`config.mk`:
```
export PLATFORM = sky130hd
export DESIGN_NAME = hms_countdown_timer_with_keys_flat
export DESIGN_NICKNAME = d
export VERILOG_FILES = /design/src/sv/hmst_pkg.sv /design/src/sv/hmst_in_if.sv /design/src/sv/hmst_out_if.sv /design/src/sv/hms_countdown_timer_with_keys.sv /design/src/sv/hmst_step.sv /design/src/flat_wrapper.sv
export SDC_FILE = /design/constraint.sdc
export NUM_CORES = 1
export LEC_CHECK = 0
export ABC_AREA = 1
export BUFFER_PORTS_ARGS = -buffer_cell sky130_fd_sc_hd__buf_2
export CORE_MARGIN = 4
export CORE_UTILIZATION = 41
export CTS_CLUSTER_DIAMETER = 200
export CTS_CLUSTER_SIZE = 16
export DETAILED_ROUTE_END_ITERATION = 16
export PLACE_DENSITY = 0.67
export SYNTH_ARGS = -nofsm -noshare
export SYNTH_HDL_FRONTEND = slang
export SYNTH_SLANG_ARGS = --single-unit
export TNS_END_PERCENT = 10
```
`constraint.sdc`:
```
create_clock -name i_clk -period 3.9 [get_ports i_clk]
set_input_delay 0.78 -clock i_clk [delete_from_list [all_inputs] [get_ports i_clk]]
set_output_delay 0.78 -clock i_clk [all_outputs]
set_load 0.01 [all_outputs]
```
`src/sv/hmst_pkg.sv`:
```
// Types and constants shared by the countdown timer modules.
package hmst_pkg;

    typedef enum logic [1:0] {
        MODE_RUNNING = 2'd0,
        MODE_STANDBY = 2'd1,
        MODE_SETTING = 2'd2,
        MODE_PAUSE   = 2'd3
    } t_mode;

    localparam logic [2:0] OP_TICK   = 3'd0;
    localparam logic [2:0] OP_SELECT = 3'd1;
    localparam logic [2:0] OP_UP     = 3'd2;
    localparam logic [2:0] OP_DOWN   = 3'd3;
    localparam logic [2:0] OP_SLOT   = 3'd4;
    localparam logic [2:0] OP_LOAD   = 3'd5;

    localparam logic [1:0] FIELD_HOURS   = 2'd0;
    localparam logic [1:0] FIELD_MINUTES = 2'd1;
    localparam logic [1:0] FIELD_SECONDS = 2'd2;

    localparam logic [0:0] CFG_TICKS_PER_SECOND = 1'd0;
    localparam logic [0:0] CFG_LONG_PRESS_TICKS = 1'd1;

    localparam logic [4:0] HOURS_MAX     = 5'd23;
    localparam logic [5:0] MINSEC_MAX    = 6'd59;
    localparam logic [2:0] SLOT_FIRST    = 3'd1;
    localparam logic [2:0] SLOT_LAST     = 3'd5;
    localparam logic [7:0] TPS_RESET     = 8'd100;
    localparam logic [7:0] LONG_RESET    = 8'd80;
    localparam logic [7:0] LED_RESET     = 8'd25;
    localparam logic [5:0] MINUTES_RESET = 6'd1;
    localparam logic [5:0] SECONDS_RESET = 6'd55;

    typedef struct packed {
        logic [2:0] opcode;
        logic       select_held;
        logic       up_held;
        logic       down_held;
        logic [4:0] load_hours;
        logic [5:0] load_minutes;
        logic [5:0] load_seconds;
    } t_in_word;

    typedef struct packed {
        logic [4:0] hours_now;
        logic [5:0] minutes_now;
        logic [5:0] seconds_now;
        logic [1:0] run_state;
        logic [1:0] field_selected;
        logic [2:0] slot_now;
        logic       buzzer_pwm_on;
        logic       led_on;
        logic       save_request;
        logic       load_request;
    } t_out_word;

    typedef struct packed {
        logic [4:0] hours;
        logic [5:0] minutes;
        logic [5:0] seconds;
        logic [7:0] subsec;
        t_mode      mode;
        logic [1:0] field;
        logic [2:0] slot;
        logic       press_pending;
        logic [7:0] press_count;
        logic [7:0] led_count;
        logic       led_level;
    } t_state;

    typedef struct packed {
        logic [7:0] ticks_per_second;
        logic [7:0] long_press_ticks;
    } t_cfg;

endpackage

```
`src/sv/hmst_in_if.sv`:
```
// Valid/ready channel carrying one input word.
interface hmst_in_if;
    logic                valid;
    logic                ready;
    hmst_pkg::t_in_word  data;

    modport source (output valid, output data, input ready);
    modport sink   (input valid, input data, output ready);
endinterface

```
`src/sv/hmst_out_if.sv`:
```
// Valid/ready channel carrying one result word.
interface hmst_out_if;
    logic                valid;
    logic                ready;
    hmst_pkg::t_out_word data;

    modport source (output valid, output data, input ready);
    modport sink   (input valid, input data, output ready);
endinterface

```
`src/sv/hms_countdown_timer_with_keys.sv`:
```
// Top level of the hours:minutes:seconds countdown timer with key events.
//
//   channel   dir   handshake          word
//   i_in      in    valid/ready        t_in_word  (event and key levels)
//   o_out     out   valid/ready        t_out_word (time, mode, requests)
//   i_cfg_*   in    write enable only  1-bit index, 8-bit data
//
// One event per cycle while i_in.ready is high; each result is registered.
// The timer state updates at the accepting edge; the result sits in an output
// register backed by one skid entry, so ready drops only when both are full.
// Reset restores the power-on time 0:01:55, running mode and default registers.
module hms_countdown_timer_with_keys (
    input  logic       i_clk,
    input  logic       i_rst_n,
    hmst_in_if.sink    i_in,
    hmst_out_if.source o_out,
    input  logic       i_cfg_we,
    input  logic [0:0] i_cfg_idx,
    input  logic [7:0] i_cfg_data
);
    import hmst_pkg::*;

    t_state    r_state;
    t_state    n_state;
    t_cfg      r_cfg;
    t_out_word step_word;
    t_out_word r_out_word;
    t_out_word n_out_word;
    t_out_word r_skid_word;
    logic      r_out_valid;
    logic      n_out_valid;
    logic      r_skid_valid;
    logic      n_skid_valid;
    logic      in_take;
    logic      out_take;

    hmst_step u_step (
        .i_state (r_state),
        .i_cfg   (r_cfg),
        .i_word  (i_in.data),
        .o_state (n_state),
        .o_word  (step_word)
    );

    assign i_in.ready  = !r_skid_valid;
    assign o_out.valid = r_out_valid;
    assign o_out.data  = r_out_word;
    assign in_take     = i_in.valid && i_in.ready;
    assign out_take    = r_out_valid && o_out.ready;

    always_ff @(posedge i_clk) begin
        if (!i_rst_n) begin
            r_cfg.ticks_per_second <= TPS_RESET;
            r_cfg.long_press_ticks <= LONG_RESET;
        end else if (i_cfg_we) begin
            case (i_cfg_idx)
                CFG_TICKS_PER_SECOND: r_cfg.ticks_per_second <= i_cfg_data;
                CFG_LONG_PRESS_TICKS: r_cfg.long_press_ticks <= i_cfg_data;
                default: begin
                end
            endcase
        end
    end

    always_ff @(posedge i_clk) begin
        if (!i_rst_n) begin
            r_state.hours         <= 5'd0;
            r_state.minutes       <= MINUTES_RESET;
            r_state.seconds       <= SECONDS_RESET;
            r_state.subsec        <= TPS_RESET;
            r_state.mode          <= MODE_RUNNING;
            r_state.field         <= FIELD_HOURS;
            r_state.slot          <= SLOT_FIRST;
            r_state.press_pending <= 1'b0;
            r_state.press_count   <= 8'd0;
            r_state.led_count     <= LED_RESET;
            r_state.led_level     <= 1'b0;
        end else if (in_take) begin
            r_state <= n_state;
        end
    end

    always_comb begin
        n_out_valid  = r_out_valid;
        n_skid_valid = r_skid_valid;
        n_out_word   = r_out_word;
        if (out_take) begin
            if (r_skid_valid) begin
                n_out_word   = r_skid_word;
                n_skid_valid = 1'b0;
            end else begin
                n_out_valid = in_take;
                n_out_word  = step_word;
            end
        end else if (in_take) begin
            if (!r_out_valid) begin
                n_out_valid = 1'b1;
                n_out_word  = step_word;
            end else begin
                n_skid_valid = 1'b1;
            end
        end
    end

    always_ff @(posedge i_clk) begin
        if (!i_rst_n) begin
            r_out_valid  <= 1'b0;
            r_skid_valid <= 1'b0;
        end else begin
            r_out_valid  <= n_out_valid;
            r_skid_valid <= n_skid_valid;
        end
    end

    always_ff @(posedge i_clk) begin
        r_out_word <= n_out_word;
        if (in_take && r_out_valid && !out_take) begin
            r_skid_word <= step_word;
        end
    end

    a_skid_behind_out: assert property (@(posedge i_clk) disable iff (!i_rst_n)
        r_skid_valid |-> r_out_valid)
        else $error("skid entry held without an output word");

    a_take_shows: assert property (@(posedge i_clk) disable iff (!i_rst_n)
        (in_take && !r_out_valid) |=> r_out_valid)
        else $error("accepted event produced no result word");

    a_buzzer_mode: assert property (@(posedge i_clk) disable iff (!i_rst_n)
        r_out_valid |-> (r_out_word.buzzer_pwm_on == (r_out_word.run_state == MODE_RUNNING)))
        else $error("buzzer enable disagrees with run state");

    a_one_request: assert property (@(posedge i_clk) disable iff (!i_rst_n)
        r_out_valid |-> !(r_out_word.save_request && r_out_word.load_request))
        else $error("save and load requested in one word");
endmodule

```
`src/sv/hmst_step.sv`:
```
// Next-state and result logic for one timer event.
module hmst_step (
    input  hmst_pkg::t_state    i_state,
    input  hmst_pkg::t_cfg      i_cfg,
    input  hmst_pkg::t_in_word  i_word,
    output hmst_pkg::t_state    o_state,
    output hmst_pkg::t_out_word o_word
);
    import hmst_pkg::*;

    t_state     n;
    logic       save;
    logic       load;
    logic [7:0] sub_dec;

    assign sub_dec = i_state.subsec - 8'd1;

    always_comb begin
        n    = i_state;
        save = 1'b0;
        load = 1'b0;
        case (i_word.opcode)
            OP_TICK: begin
                if (i_state.mode == MODE_RUNNING) begin
                    n.subsec = sub_dec;
                    if (sub_dec == 8'd0) begin
                        n.subsec = i_cfg.ticks_per_second;
                        if (i_state.hours == 5'd0 && i_state.minutes == 6'd0
                            && i_state.seconds == 6'd0) begin
                            n.mode = MODE_STANDBY;
                        end else begin
                            if (i_state.seconds != 6'd0) begin
                                n.seconds = i_state.seconds - 6'd1;
                            end else if (i_state.minutes != 6'd0) begin
                                n.minutes = i_state.minutes - 6'd1;
                                n.seconds = MINSEC_MAX;
                            end else begin
                                n.hours   = i_state.hours - 5'd1;
                                n.minutes = MINSEC_MAX;
                                n.seconds = MINSEC_MAX;
                            end
                            if (n.hours == 5'd0 && n.minutes == 6'd0 && n.seconds == 6'd0) begin
                                n.mode = MODE_STANDBY;
                            end
                        end
                    end
                end
                if (i_state.press_pending) begin
                    if (i_state.press_count != 8'd0) begin
                        n.press_count = i_state.press_count - 8'd1;
                    end else begin
                        if (i_word.select_held) begin
                            save = 1'b1;
                        end else if (!i_word.up_held && i_word.down_held) begin
                            n.mode = MODE_STANDBY;
                        end
                        n.press_pending = 1'b0;
                        n.press_count   = 8'd0;
                    end
                end
                n.led_count = i_state.led_count - 8'd1;
                if (n.led_count == 8'd0 && n.mode == MODE_RUNNING) begin
                    n.led_level = !i_state.led_level;
                end
            end
            OP_SELECT: begin
                n.press_pending = 1'b1;
                n.press_count   = i_cfg.long_press_ticks;
                n.mode          = MODE_SETTING;
                n.field         = (i_state.field >= FIELD_SECONDS) ? FIELD_HOURS
                                                                    : i_state.field + 2'd1;
            end
            OP_UP: begin
                n.press_pending = 1'b1;
                n.press_count   = i_cfg.long_press_ticks;
                if (i_state.mode == MODE_SETTING) begin
                    case (i_state.field)
                        FIELD_HOURS: begin
                            n.hours = (i_state.hours >= HOURS_MAX) ? 5'd0
                                                                   : i_state.hours + 5'd1;
                        end
                        FIELD_MINUTES: begin
                            n.minutes = (i_state.minutes >= MINSEC_MAX) ? 6'd0
                                                                        : i_state.minutes + 6'd1;
                        end
                        default: begin
                            n.seconds = (i_state.seconds >= MINSEC_MAX) ? 6'd0
                                                                        : i_state.seconds + 6'd1;
                        end
                    endcase
                end
            end
            OP_DOWN: begin
                n.press_pending = 1'b1;
                n.press_count   = i_cfg.long_press_ticks;
                if (i_state.mode == MODE_SETTING) begin
                    case (i_state.field)
                        FIELD_HOURS: begin
                            n.hours = (i_state.hours == 5'd0) ? HOURS_MAX
                                                              : i_state.hours - 5'd1;
                        end
                        FIELD_MINUTES: begin
                            n.minutes = (i_state.minutes == 6'd0) ? MINSEC_MAX
                                                                  : i_state.minutes - 6'd1;
                        end
                        default: begin
                            n.seconds = (i_state.seconds == 6'd0) ? MINSEC_MAX
                                                                  : i_state.seconds - 6'd1;
                        end
                    endcase
                end
                n.mode = (i_state.mode == MODE_RUNNING) ? MODE_PAUSE : MODE_RUNNING;
            end
            OP_SLOT: begin
                n.slot = (i_state.slot >= SLOT_LAST) ? SLOT_FIRST : i_state.slot + 3'd1;
                load   = 1'b1;
            end
            OP_LOAD: begin
                n.hours   = (i_word.load_hours > HOURS_MAX) ? HOURS_MAX : i_word.load_hours;
                n.minutes = (i_word.load_minutes > MINSEC_MAX) ? MINSEC_MAX
                                                                : i_word.load_minutes;
                n.seconds = (i_word.load_seconds > MINSEC_MAX) ? MINSEC_MAX
                                                                : i_word.load_seconds;
            end
            default: begin
            end
        endcase
    end

    assign o_state = n;

    always_comb begin
        o_word.hours_now      = n.hours;
        o_word.minutes_now    = n.minutes;
        o_word.seconds_now    = n.seconds;
        o_word.run_state      = n.mode;
        o_word.field_selected = n.field;
        o_word.slot_now       = n.slot;
        o_word.buzzer_pwm_on  = (n.mode == MODE_RUNNING);
        o_word.led_on         = n.led_level;
        o_word.save_request   = save;
        o_word.load_request   = load;
    end
endmodule
```
`src/flat_wrapper.sv`:
```
// flat-port wrapper written by rule: the top's interface ports become plain ports
module hms_countdown_timer_with_keys_flat import hmst_pkg::*;
  (i_clk, i_rst_n, i_cfg_we, i_cfg_idx, i_cfg_data, i_in_valid, i_in_data, i_in_ready, o_out_valid, o_out_data, o_out_ready);
  hmst_in_if i_in_i ();
  hmst_out_if o_out_i ();
  input  logic i_clk;
  input  logic i_rst_n;
  input  logic i_cfg_we;
  input  logic [0:0] i_cfg_idx;
  input  logic [7:0] i_cfg_data;
  input wire logic [$bits(i_in_i.valid)-1:0] i_in_valid;
  input wire logic [$bits(i_in_i.data)-1:0] i_in_data;
  output wire logic [$bits(i_in_i.ready)-1:0] i_in_ready;
  output wire logic [$bits(o_out_i.valid)-1:0] o_out_valid;
  output wire logic [$bits(o_out_i.data)-1:0] o_out_data;
  input wire logic [$bits(o_out_i.ready)-1:0] o_out_ready;
  assign i_in_i.valid = i_in_valid;
  assign i_in_i.data = i_in_data;
  assign i_in_ready = i_in_i.ready;
  assign o_out_valid = o_out_i.valid;
  assign o_out_data = o_out_i.data;
  assign o_out_i.ready = o_out_ready;
  hms_countdown_timer_with_keys u_core (.i_clk(i_clk), .i_rst_n(i_rst_n), .i_in(i_in_i), .o_out(o_out_i), .i_cfg_we(i_cfg_we), .i_cfg_idx(i_cfg_idx), .i_cfg_data(i_cfg_data));
endmodule
```
==> impl_metrics.csv, run 1 <==
group,metric,value,unit
grt,antenna_found_initial,1,
synth,async_flop_share,0,
grt,grt_max_degree,44,
grt,grt.total_usage,0.208,
synth,yosysSeqAreaShare,0.411,
cts,cts_max_path_buffers,2,
worst_setup_path,crit_family,"simple AND/OR/NAND/NOR gates",
timing,fmax,0.360,GHz
synth,syn_inst,1003,
timing,drv_slew,0,
timing,finalHoldViolCount,0,
timing,min_period,2.78,ns
run_status,outcome,"finished, final reports clean",
worst_setup_path,critPathKind,"reg -> reg",
drt,firstDrtPassIters,7,
worst_setup_path,path_buf_inv,2,
cells_and_area,drive_above_1_share,0.158,
drt,vias,6992,
job,maxCapViolCount,0,
grt,grt.overflow.total,0,
worst_setup_path,critPathRequiredTime,4.05,ns
grt,grt_pass1_vias,6588,
cts,cts_resized,0,
synth,syn_nets,1056,
cells_and_area,final_nets,1124,
pwr,vdd_ir_drop_max,0.000310,V
cts,numClockSinks,124,
cts,post-cts-setup-buffers,0,
cells_and_area,post-route-util,0.491,
worst_setup_path,path_max_fanout,9,
drt,via_per_inst,5.34,
place,numPortBuffers,66,
place,placed_cells,1277,
drt,routed_wl,20.5,mm
worst_setup_path,cp-startpoint,"u_core.r_state[33]$_SDFFE_PN1P_",
die,die_x,142,um
worst_hold_path,min_path_type,"reg -> reg",
timing,setup_viol,0,
timing,final.setup.worst_slack,1.12,ns
worst_setup_path,rr_endpoint,"u_core.r_skid_word[3]$_DFFE_PP_",
drt,drtIter0Drc,648,
die,die_h,142,um
cts,postCtsHoldBufs,0,
drt,postRouteAntennaNets,0,
drt,wl_per_cell,15.6,um
timing,rsz0062_at_grt,"false",
cts,path_clk_slew,0.06,ns
worst_setup_path,crit_end,"u_core.r_skid_word[3]$_DFFE_PP_",
worst_setup_path,worstSetupStartpointType,"register",
worst_setup_path,max_stage_delay,0.54,ns
place,place_ws,0.776,ns
cts,cts.htree.levels,4,
grt,grt_pass1_wl,33.8,mm
die,num_io_pins,67,
die,rows,48,
worst_setup_path,ff2ff_path_depth,16,
timing,fin_tns_setup,0,ns
worst_setup_path,rr_startpoint,"u_core.r_state[33]$_SDFFE_PN1P_",
cts,cts_tree,"done",
timing,max_slew_margin,0.392,
synth,yosys_warnings,0,
cells_and_area,stdcell_count,1310,
worst_setup_path,worst-path-stages,16,
worst_setup_path,path_cells,"inv_1 > ha_1 > inv_1 > nor2_1 > o21ai_0 > nand2_1 > nor2_1 > nand2_1 > nor2_1 > nand3_1 > nand2_1 > nand2_2 > nand2_1 > nand2_2 > nand2_2 > nor2_1",
synth,synth-seq-cells,124,
drt,drc_errors,0,
timing,worst_pin_slew,0.906,ns
worst_setup_path,slowest_stage,"dfxtp_1",
worst_setup_path,timing.reg2reg.setup_slack,1.12,ns
synth,netlist_area,7410,um2
synth,synth_top_area_frac,0.227,
worst_hold_path,min-delay-start,"u_core.r_cfg[8]$_SDFFE_PN0P_",
place,place_congestion,0.994,
place,hpwl,14.6,mm
synth,synth_top_cell_by_area,"edfxtp_1",
cells_and_area,area_delta_synth_final,15.8,%
pwr,power_density,448,nW/um2
synth,synth_area_per_cell,7.39,um2
die,dieArea,20300,um2
cts,cts_buffers,17,
synth,synthDistinctLibCells,54,
timing,finClkSkew,0.00839,ns
die,start_util,0.424,
pwr,p_leak,0.00391,uW
synth,synth_flop_cell,"dfxtp_1",
cts,cts-root-buf,"clkbuf_16",
timing,fin_crit_sh,0.712,
worst_setup_path,critPathArrivalTime,2.93,ns
cts,clk_latency,0.42,ns
die,core_area,17500,um2
synth,synth.area.top_cells,"edfxtp_1 23%, dfxtp_1 18%, nand2_1 12%",
synth,synth-edff-count,56,
pwr,total_power,3850,uW
worst_setup_path,crit_path_end_kind,"register",
[worst reg2reg max path, stage by stage, from the launching register on]
cell and delay [ns]:
dfxtp_1 0.54, inv_1 0.20, ha_1 0.27, inv_1 0.08, nor2_1 0.04, o21ai_0 0.40, nand2_1 0.15, nor2_1 0.12
nand2_1 0.06, nor2_1 0.09, nand3_1 0.08, nand2_1 0.07, nand2_2 0.07, nand2_1 0.08, nand2_2 0.08, nand2_2 0.13
nor2_1 0.05
[placed cells by master (no fill, tap or decap), types with 15 or more instances in the layout]
master / count
nand2_1: 232
nor2_1: 113
inv_1: 108
o21ai_0: 88
a21oi_1: 69
dfxtp_1: 68
buf_2: 66
edfxtp_1: 56
nand3_1: 49
clkbuf_16: 17
ha_1: 16
nor3_1: 15
o21ai_1: 15
[cell usage after synthesis (4+ instances only)]
library cell  instances
inv_2                11
edfxtp_1             56
nor2_2                5
buf_2                 6
a21oi_2               7
or2_2                 5
a211oi_1              6
nand4_1               9
o211ai_1              9
nor2_4                6
clkbuf_1             15
o21ai_0              89
dfxtp_1              68
xnor2_1               5
ha_1                 16
nor4_1                5
o21ai_2               5
nand2_2              11
nor3_1               15
a21oi_1              69
o21ai_1              15
nand2_1             232
a31oi_1              10
xor2_1               14
buf_6                 4
nor2_1              114
nand3_1              49
inv_1               108
[registers in the layout, indices dropped and copies added, names as in the netlist]
| register | count |
|---|---|
| u_core.r_state | 50 |
| u_core.r_skid_valid | 1 |
| u_core.o_out.data | 28 |
| u_core.o_out.valid | 1 |
| u_core.r_cfg | 16 |
| u_core.r_skid_word | 28 |
[layout make-up]
type / instances / area, um2
timing repair buffer: 78 / 420
sequential: 124 / 3040
clock buffer: 17 / 425
tap: 225 / 282
clock inverter: 15 / 195
multi-input combinational: 727 / 3750
antenna: 1 / 2.50
inverter: 123 / 463
fill: 1729 / 8890
[worst min-delay path by stage]
stage / slack, ns / cells after the start / endpoint
6_report: 0.46 / 2 / u_core.r_cfg[8]$_SDFFE_PN0P_
3_3_place_gp: 0.45 / 2 / u_core.r_cfg[13]$_SDFFE_PN1P_
3_5_place_dp: 0.46 / 2 / u_core.r_cfg[8]$_SDFFE_PN0P_
4_1_cts: 0.47 / 2 / u_core.r_cfg[8]$_SDFFE_PN0P_
5_1_grt: 0.50 / 2 / u_core.r_cfg[8]$_SDFFE_PN0P_
2_1_floorplan: 0.42 / 2 / u_core.r_cfg[8]$_SDFFE_PN0P_
[per-layer routing]
| metal | vias up | GRT usage | share of wire |
|---|---|---|---|
| li1 | 3486 | - | - |
| met1 | 3199 | 0.279 | 0.45 |
| met2 | 267 | 0.329 | 0.45 |
| met3 | 38 | 0.0474 | 0.076 |
| met4 | 2 | 0.0790 | 0.024 |
| met5 | - | 0 | 0.00034 |
[report_power, final]
group / internal, uW / total (uW) / switching [uW] / leakage (uW)
Combinational: 210 / 629 / 419 / 0.00252
Clock: 1070 / 1670 / 605 / 0.000298
Sequential: 1470 / 1540 / 72.2 / 0.00109
Total: 2750 / 3850 / 1100 / 0.00391
[stage by stage]
step           hold WS [ns]  area [um2]
2_1_floorplan         0.425        7410
4_1_cts               0.466        8580
6_report              0.460        8580
5_1_grt               0.495        8580
3_3_place_gp          0.454        7960
3_5_place_dp          0.458        7960
[cells by family after synthesis]
| logic type | synth area share |
|---|---|
| and+or+nand+nor | 0.279 |
| AOI/OAI and AO/OA | 0.177 |
| buffers and inverters | 0.0837 |
| DFF | 0.411 |
| xor gates and xnor gates | 0.0225 |
| adders and majority gates | 0.0270 |
Power figures use the tool's default switching activity.
==> run 2, diff against run 1 <==
- PLACE_DENSITY: 0.67 -> 0.69
- clock period: 3.9 -> 2.4 ns (I/O delays scaled with it)
==> run 2 against run 1 <==
Effect of this change:
- combinational power grew 83%
- total power increased by 63%
- register-to-register slack got worse by 0.98 ns
- clock skew rose by 0.0019 ns
- critical path depth is 2 lower
- design area rose by 5.3%
- worst setup slack lost 0.98 ns
- clock-buffer cell count grew 2
- maximum frequency rose by 23%
- sequential cell count stayed put
- first-iteration DRC count fell by 7.3%
==> impl_metrics.csv, run 2 (synthesized netlist as in run 1, its figures left out) <==
group,metric,value,unit
timing,setup_viol,0,
timing,worst_pin_slew,0.514,ns
drt,routed_wl,20.6,mm
worst_setup_path,path_max_fanout,14,
pwr,p_leak,0.00416,uW
worst_hold_path,min_path_type,"in -> reg",
worst_setup_path,critPathRequiredTime,2.57,ns
worst_setup_path,worstSetupStartpointType,"register",
timing,finalHoldViolCount,0,
drt,postRouteAntennaNets,0,
pwr,pwr-share-comb,0.184,
timing,fin_tns_setup,0,ns
timing,max_slew_margin,0.655,
worst_setup_path,max_stage_delay,0.34,ns
worst_setup_path,path_buf_inv,2,
timing,min_period,2.26,ns
cells_and_area,mostFrequentLayoutCell,"nand2_1",
cells_and_area,area_delta_synth_final,21.9,%
grt,grt.overflow.total,0,
drt,firstDrtPassIters,5,
die,num_io_pins,67,
pwr,total_power,6270,uW
cts,path_clk_slew,0.06,ns
grt,grt_pass1_wl,33.8,mm
drt,vias,7182,
worst_setup_path,critPathArrivalTime,2.43,ns
run_status,outcome,"finished, final reports clean",
place,numPortBuffers,66,
place,hpwl,15.0,mm
drt,drtIter0Drc,601,
worst_setup_path,crit_path_frequent_cell,"nand2_1",
worst_setup_path,slowest_stage,"dfxtp_1",
pwr,swShare,0.289,
timing,finClkSkew,0.0103,ns
cells_and_area,largest_register,"u_core.r_state",
worst_setup_path,crit_path_end_kind,"register",
cts,cts_max_path_buffers,2,
die,dieArea,20300,um2
cells_and_area,final_nets,1176,
pwr,power_density,694,nW/um2
cts,postCtsHoldBufs,0,
cells_and_area,final_cell_mix,"231 x nand2_1, 113 x nor2_1, 108 x inv_1",
die,die_h,142,um
cells_and_area,num_antenna_cells,0,
cts,clk_latency,0.43,ns
grt,grt_pass1_vias,6959,
place,place_congestion,0.979,
pwr,vdd_ir_drop_max,0.000491,V
die,start_util,0.424,
die,die_x,142,um
cts,cts.htree.levels,4,
pwr,power.internal,4460,uW
grt,antenna_found_initial,1,
die,rows,48,
timing,worst_hold_slack,0.275,ns
worst_setup_path,crit_family,"simple AND/OR/NAND/NOR gates",
worst_setup_path,critPathKind,"reg -> reg",
cts,numClockSinks,124,
timing,fin_crit_sh,0.941,
cts,cts_buffers,17,
pwr,power_frac_seq,0.398,
worst_setup_path,path_cells,"inv_1 > ha_1 > xor2_1 > nor2_1 > nand2_1 > nor2_4 > nand3_2 > nor2_4 > buf_12 > a21oi_1 > o21ai_0 > nand2_1 > nand2_1 > a21oi_1",
timing,drv_slew,0,
pwr,clkPwrFrac,0.419,
grt,grt.total_usage,0.207,
cells_and_area,drive_above_1_share,0.202,
cts,cts-root-buf,"clkbuf_16",
grt,grt_max_degree,40,
drt,via_per_inst,5.28,
die,core_area,17500,um2
job,maxCapViolCount,0,
cells_and_area,largest_register_ffs,50,
drt,wl_per_cell,15.2,um
drt,drc_errors,0,
cts,cts_tree,"done",
timing,fmax,0.443,GHz
pwr,p_sw,1810,uW
[run 2: cell types whose count changed in the layout (fill, tap and decap cells not counted), sizes merged]
cell	previous run	this run
clkinv	12	8
inv	121	122
buf	78	130
clkbuf	17	19
clkinvlp	1	3
diode	1	0
bufinv	4	3
[run 2: timing repair]
item                       4_1_cts  5_1_grt
setup buffers                    0        2
resized for setup                0       13
setup endpoints to repair        0       24
[run 2: power groups by stage]
stage               Clock [uW]  Sequential, uW  Combinational [uW]
finish                    2630            2490                1150
global route              2750            2510                1290
CTS                       2670            2490                1130
detailed placement           0            2530                1120
global placement             0            2530                1120
floorplan                    0            2540                 698
[run 2: worst register-to-register path: stages (launching register included)]
cell and delay, ns:
dfxtp_1 0.34, inv_1 0.08, ha_1 0.21, xor2_1 0.15
nor2_1 0.09, nand2_1 0.09, nor2_4 0.15, nand3_2 0.15
nor2_4 0.13, buf_12 0.15, a21oi_1 0.07, o21ai_0 0.12
nand2_1 0.08, nand2_1 0.12, a21oi_1 0.08
[run 2: layout make-up]
| type | count | area [um2] |
|---|---|---|
| clock buffers | 19 | 433 |
| clock inverters | 13 | 168 |
| fillers | 1709 | 8440 |
| inverters | 123 | 464 |
| multi-input cells | 727 | 3810 |
| flip-flops and latches | 124 | 3040 |
| well taps | 225 | 282 |
| repair buffers | 130 | 836 |
[run 2: through the flow]
stage               area [um2]  std cells  utilization  worst slack [ns]
floorplan                 7420       1003            -           -0.0745
detailed placement        8360       1327        0.478            0.0690
global placement          8360       1327        0.478            0.0310
finish                    9040       1361        0.517             0.141
CTS                       8960       1359        0.513            0.0635
global route              9040       1361        0.517           -0.0177
[run 2: worst paths after layout]
kind,start,endpoint,slack [ns],depth (start not counted)
worst min-delay path,i_cfg_data[4],u_core.r_cfg[4]$_SDFFE_PN1P_,0.27,3
worst max register to register,u_core.r_state[26]$_SDFFE_PN0P_,u_core.o_out.data[13]$_DFFE_PP_,0.14,14
worst min register to register,u_core.r_cfg[12]$_SDFFE_PN0P_,u_core.r_state[29]$_SDFFE_PN0P_,0.47,2
worst max-delay path,u_core.r_state[26]$_SDFFE_PN0P_,u_core.o_out.data[13]$_DFFE_PP_,0.14,14
[run 2: metal layers]
metal  vias up  global-route usage  share of wire
met4         2              0.0840          0.029
met2       281               0.340           0.46
met5         -                   0        0.00034
met3        40              0.0356          0.072
li1       3601                   -              -
met1      3258               0.270           0.44
==> run 3, diff against run 2 <==
- ABC_AREA: 1 -> 0
==> run 3 against run 2 <==
Effect of this change:
- the run now ends with negative setup slack left
- first-iteration DRC count rose by 31%
- design area is 20% higher
- critical endpoint is now u_core.o_out.data[12]$_DFFE_PP_
- routed wire length increased by 34%
- register-to-register slack got worse by 0.43 ns
- sequential share of layout area is 5.5 points lower
- utilization is 6.5 points higher
- clock power decreased by 3%
- critical path depth is 5 lower
- highest routed layer is now met4
- combinational power is 14% higher
- clock skew grew 0.0016 ns
==> impl_metrics.csv, run 3 <==
group,metric,value,unit
run_status,outcome,"complete, but fails checks",
run_status,violations,"negative setup slack",
synth,netlist_top_cells_count,"114 x nand2_1, 100 x nor2_1, 68 x dfxtp_1",
drt,via_per_inst,6.03,
worst_setup_path,critPathRequiredTime,2.60,ns
worst_setup_path,rr_startpoint,"u_core.r_state[26]$_SDFFE_PN0P_",
worst_setup_path,critPathKind,"reg -> reg",
drt,postRouteAntennaNets,0,
synth,synth.area.top_cells,"edfxtp_1 22%, dfxtp_1 18%, nand2_1 5.5%",
timing,fmax,0.372,GHz
timing,fin_crit_sh,1.12,
synth,yosys_warnings,0,
cts,postCtsHoldBufs,0,
drt,drc_errors,0,
grt,grt_pass1_vias,8214,
worst_setup_path,crit_family,"simple AND/OR/NAND/NOR gates",
cells_and_area,largest_register,"u_core.r_state",
pwr,power.internal,4300,uW
pwr,p_leak,0.00424,uW
pwr,swShare,0.317,
die,core_area,18600,um2
grt,grt.total_usage,0.256,
timing,setup_viol,64,
worst_setup_path,worstSetupStartpointType,"register",
timing,finClkSkew,0.0118,ns
timing,final.setup.worst_slack,-0.286,ns
grt,grt.overflow.total,0,
synth,yosysMostFrequentCell,"nand2_1",
worst_setup_path,critPathArrivalTime,2.88,ns
cts,clk_latency,0.44,ns
place,place_congestion,1.02,
pwr,power_density,580,nW/um2
cts,cts-root-buf,"clkbuf_16",
grt,antenna_found_initial,0,
worst_hold_path,min_path_type,"in -> reg",
drt,drtIter0Drc,785,
worst_setup_path,path_buf_inv,2,
cells_and_area,largest_register_ffs,50,
die,die_x,146,um
timing,drv_slew,0,
synth,syn_inst,939,
synth,synth_flop_cell,"dfxtp_1",
place,placed_cells,1368,
cts,cts.htree.levels,4,
cts,cts_tree,"done",
worst_hold_path,min-delay-start,"i_cfg_data[6]",
cells_and_area,post-route-util,0.582,
pwr,power_frac_seq,0.386,
die,rows,50,
drt,wl_per_cell,19.6,um
worst_setup_path,path_max_fanout,4,
pwr,vdd_ir_drop_max,0.000506,V
grt,grt_pass1_wl,43.4,mm
synth,synth-seq-cells,124,
cells_and_area,area_delta_synth_final,39.8,%
die,die_h,146,um
place,hpwl,19.5,mm
worst_setup_path,crit_path_end_kind,"register",
synth,synth-edff-count,56,
timing,rsz0062_at_grt,"true",
synth,yosysSeqAreaShare,0.392,
cells_and_area,mostFrequentLayoutCell,"buf_4",
cells_and_area,drive_above_1_share,0.355,
cts,numClockSinks,124,
grt,grt_max_degree,29,
cts,path_clk_slew,0.07,ns
die,num_io_pins,67,
synth,synth_top_area_frac,0.217,
pwr,p_sw,1990,uW
worst_setup_path,cp-startpoint,"u_core.r_state[26]$_SDFFE_PN0P_",
synth,syn_nets,992,
place,numPortBuffers,66,
synth,netlist_area,7760,um2
cells_and_area,fill_cells,1660,
timing,finalHoldViolCount,0,
worst_setup_path,max_stage_delay,0.47,ns
cells_and_area,stdcell_count,1410,
synth,synth_top_cell_by_area,"edfxtp_1",
die,start_util,0.416,
pwr,clkPwrFrac,0.407,
synth,synthDistinctLibCells,80,
cts,cts_buffers,17,
worst_setup_path,slowest_stage,"or4b_4",
synth,async_flop_share,0,
timing,min_period,2.69,ns
cts,cts_max_path_buffers,2,
synth,synth_area_per_cell,8.27,um2
job,maxCapViolCount,0,
pwr,pwr-share-comb,0.208,
drt,routed_wl,27.6,mm
pwr,total_power,6290,uW
die,dieArea,21200,um2
timing,worst_pin_slew,0.507,ns
drt,vias,8503,
cells_and_area,num_antenna_cells,0,
drt,firstDrtPassIters,5,
timing,max_slew_margin,0.660,
cells_and_area,final_nets,1216,
cells_and_area,final_cell_mix,"191 x buf_4, 112 x nand2_1, 96 x nor2_1",
worst_setup_path,path_cells,"inv_4 > ha_4 > or4b_4 > nor4_4 > buf_4 > nand4_1 > o31ai_1 > a221oi_2 > mux2_4",
## run 3: cell types whose count changed in the layout (fill, tap and decap cells not counted), sizes merged, moves of 21 or more
| cell | previous run | this run |
|---|---|---|
| nand2 | 243 | 114 |
| nor2 | 126 | 100 |
| o31ai | 0 | 22 |
| buf | 130 | 272 |
| nand3 | 54 | 33 |
| o21ai | 109 | 63 |
| inv | 122 | 40 |
## run 3: final timing paths
check	endpoint	slack, ns	depth (start not counted)
min	u_core.r_cfg[14]$_SDFFE_PN1P_	0.27	3
min reg2reg	u_core.r_cfg[9]$_SDFFE_PN0P_	0.46	2
max reg2reg	u_core.o_out.data[12]$_DFFE_PP_	-0.29	9
max	u_core.o_out.data[12]$_DFFE_PP_	-0.29	9
## run 3: cell families after synthesis
family / count (synthesis) / share of synthesized area
compound gates: 281 / 0.247
xor+xnor: 16 / 0.0181
fa+ha+maj: 16 / 0.0258
buf+inv: 98 / 0.0498
flops: 124 / 0.392
mux: 6 / 0.00822
simple gates: 398 / 0.259
## run 3: final cells by class
cell class	count	area (um2)	area share
tap	234	293	0.0270
inverter	31	121	0.0112
multi-input combinational	717	4840	0.446
clock inverter	15	149	0.0137
sequential	124	3050	0.281
timing repair buffer	272	1970	0.182
clock buffer	17	425	0.0392
## run 3: worst reg2reg max path, cell delays in order (launching register included)
cell and delay, ns:
dfxtp_2 0.33, inv_4 0.07, ha_4 0.11, or4b_4 0.47, nor4_4 0.24, buf_4 0.16
nand4_1 0.23, o31ai_1 0.39, a221oi_2 0.14, mux2_4 0.28
## run 3: power groups by stage
stage	sequential [uW]	clock [uW]	combinational, uW
floorplan	2480	0	619
detailed placement	2470	0	1190
finish	2430	2560	1310
global placement	2470	0	1180
global route	2440	2690	1410
CTS	2420	2600	1250
## run 3: metal layers
metal,vias to the layer above,track usage,part of all wire
met5,-,0,0
met4,0,0.141,0.054
met3,107,0.0514,0.079
met2,414,0.414,0.46
met1,4024,0.322,0.41
li1,3958,-,-
## run 3: repair_timing
item / CTS / global route
endpoints found under the setup margin: 61 / 67
endpoints found under the hold margin: 0 / 0
gates resized for setup: 71 / 48
pin swaps: 38 / 16
setup buffers: 7 / 4
gates cloned: 0 / 0
## run 3: metrics by stage
| step | hold WS [ns] | setup slack, ns | area, um2 | TNS, ns |
|---|---|---|---|---|
| finish | 0.275 | -0.286 | 10800 | -7.27 |
| global route | 0.272 | -0.329 | 10800 | -12.59 |
| CTS | 0.257 | -0.288 | 10600 | -6.18 |
| detailed placement | 0.448 | -0.521 | 9680 | -14.50 |
| global placement | 0.446 | -0.471 | 9680 | -12.73 |
| floorplan | 0.436 | -0.236 | 7820 | -4.52 |
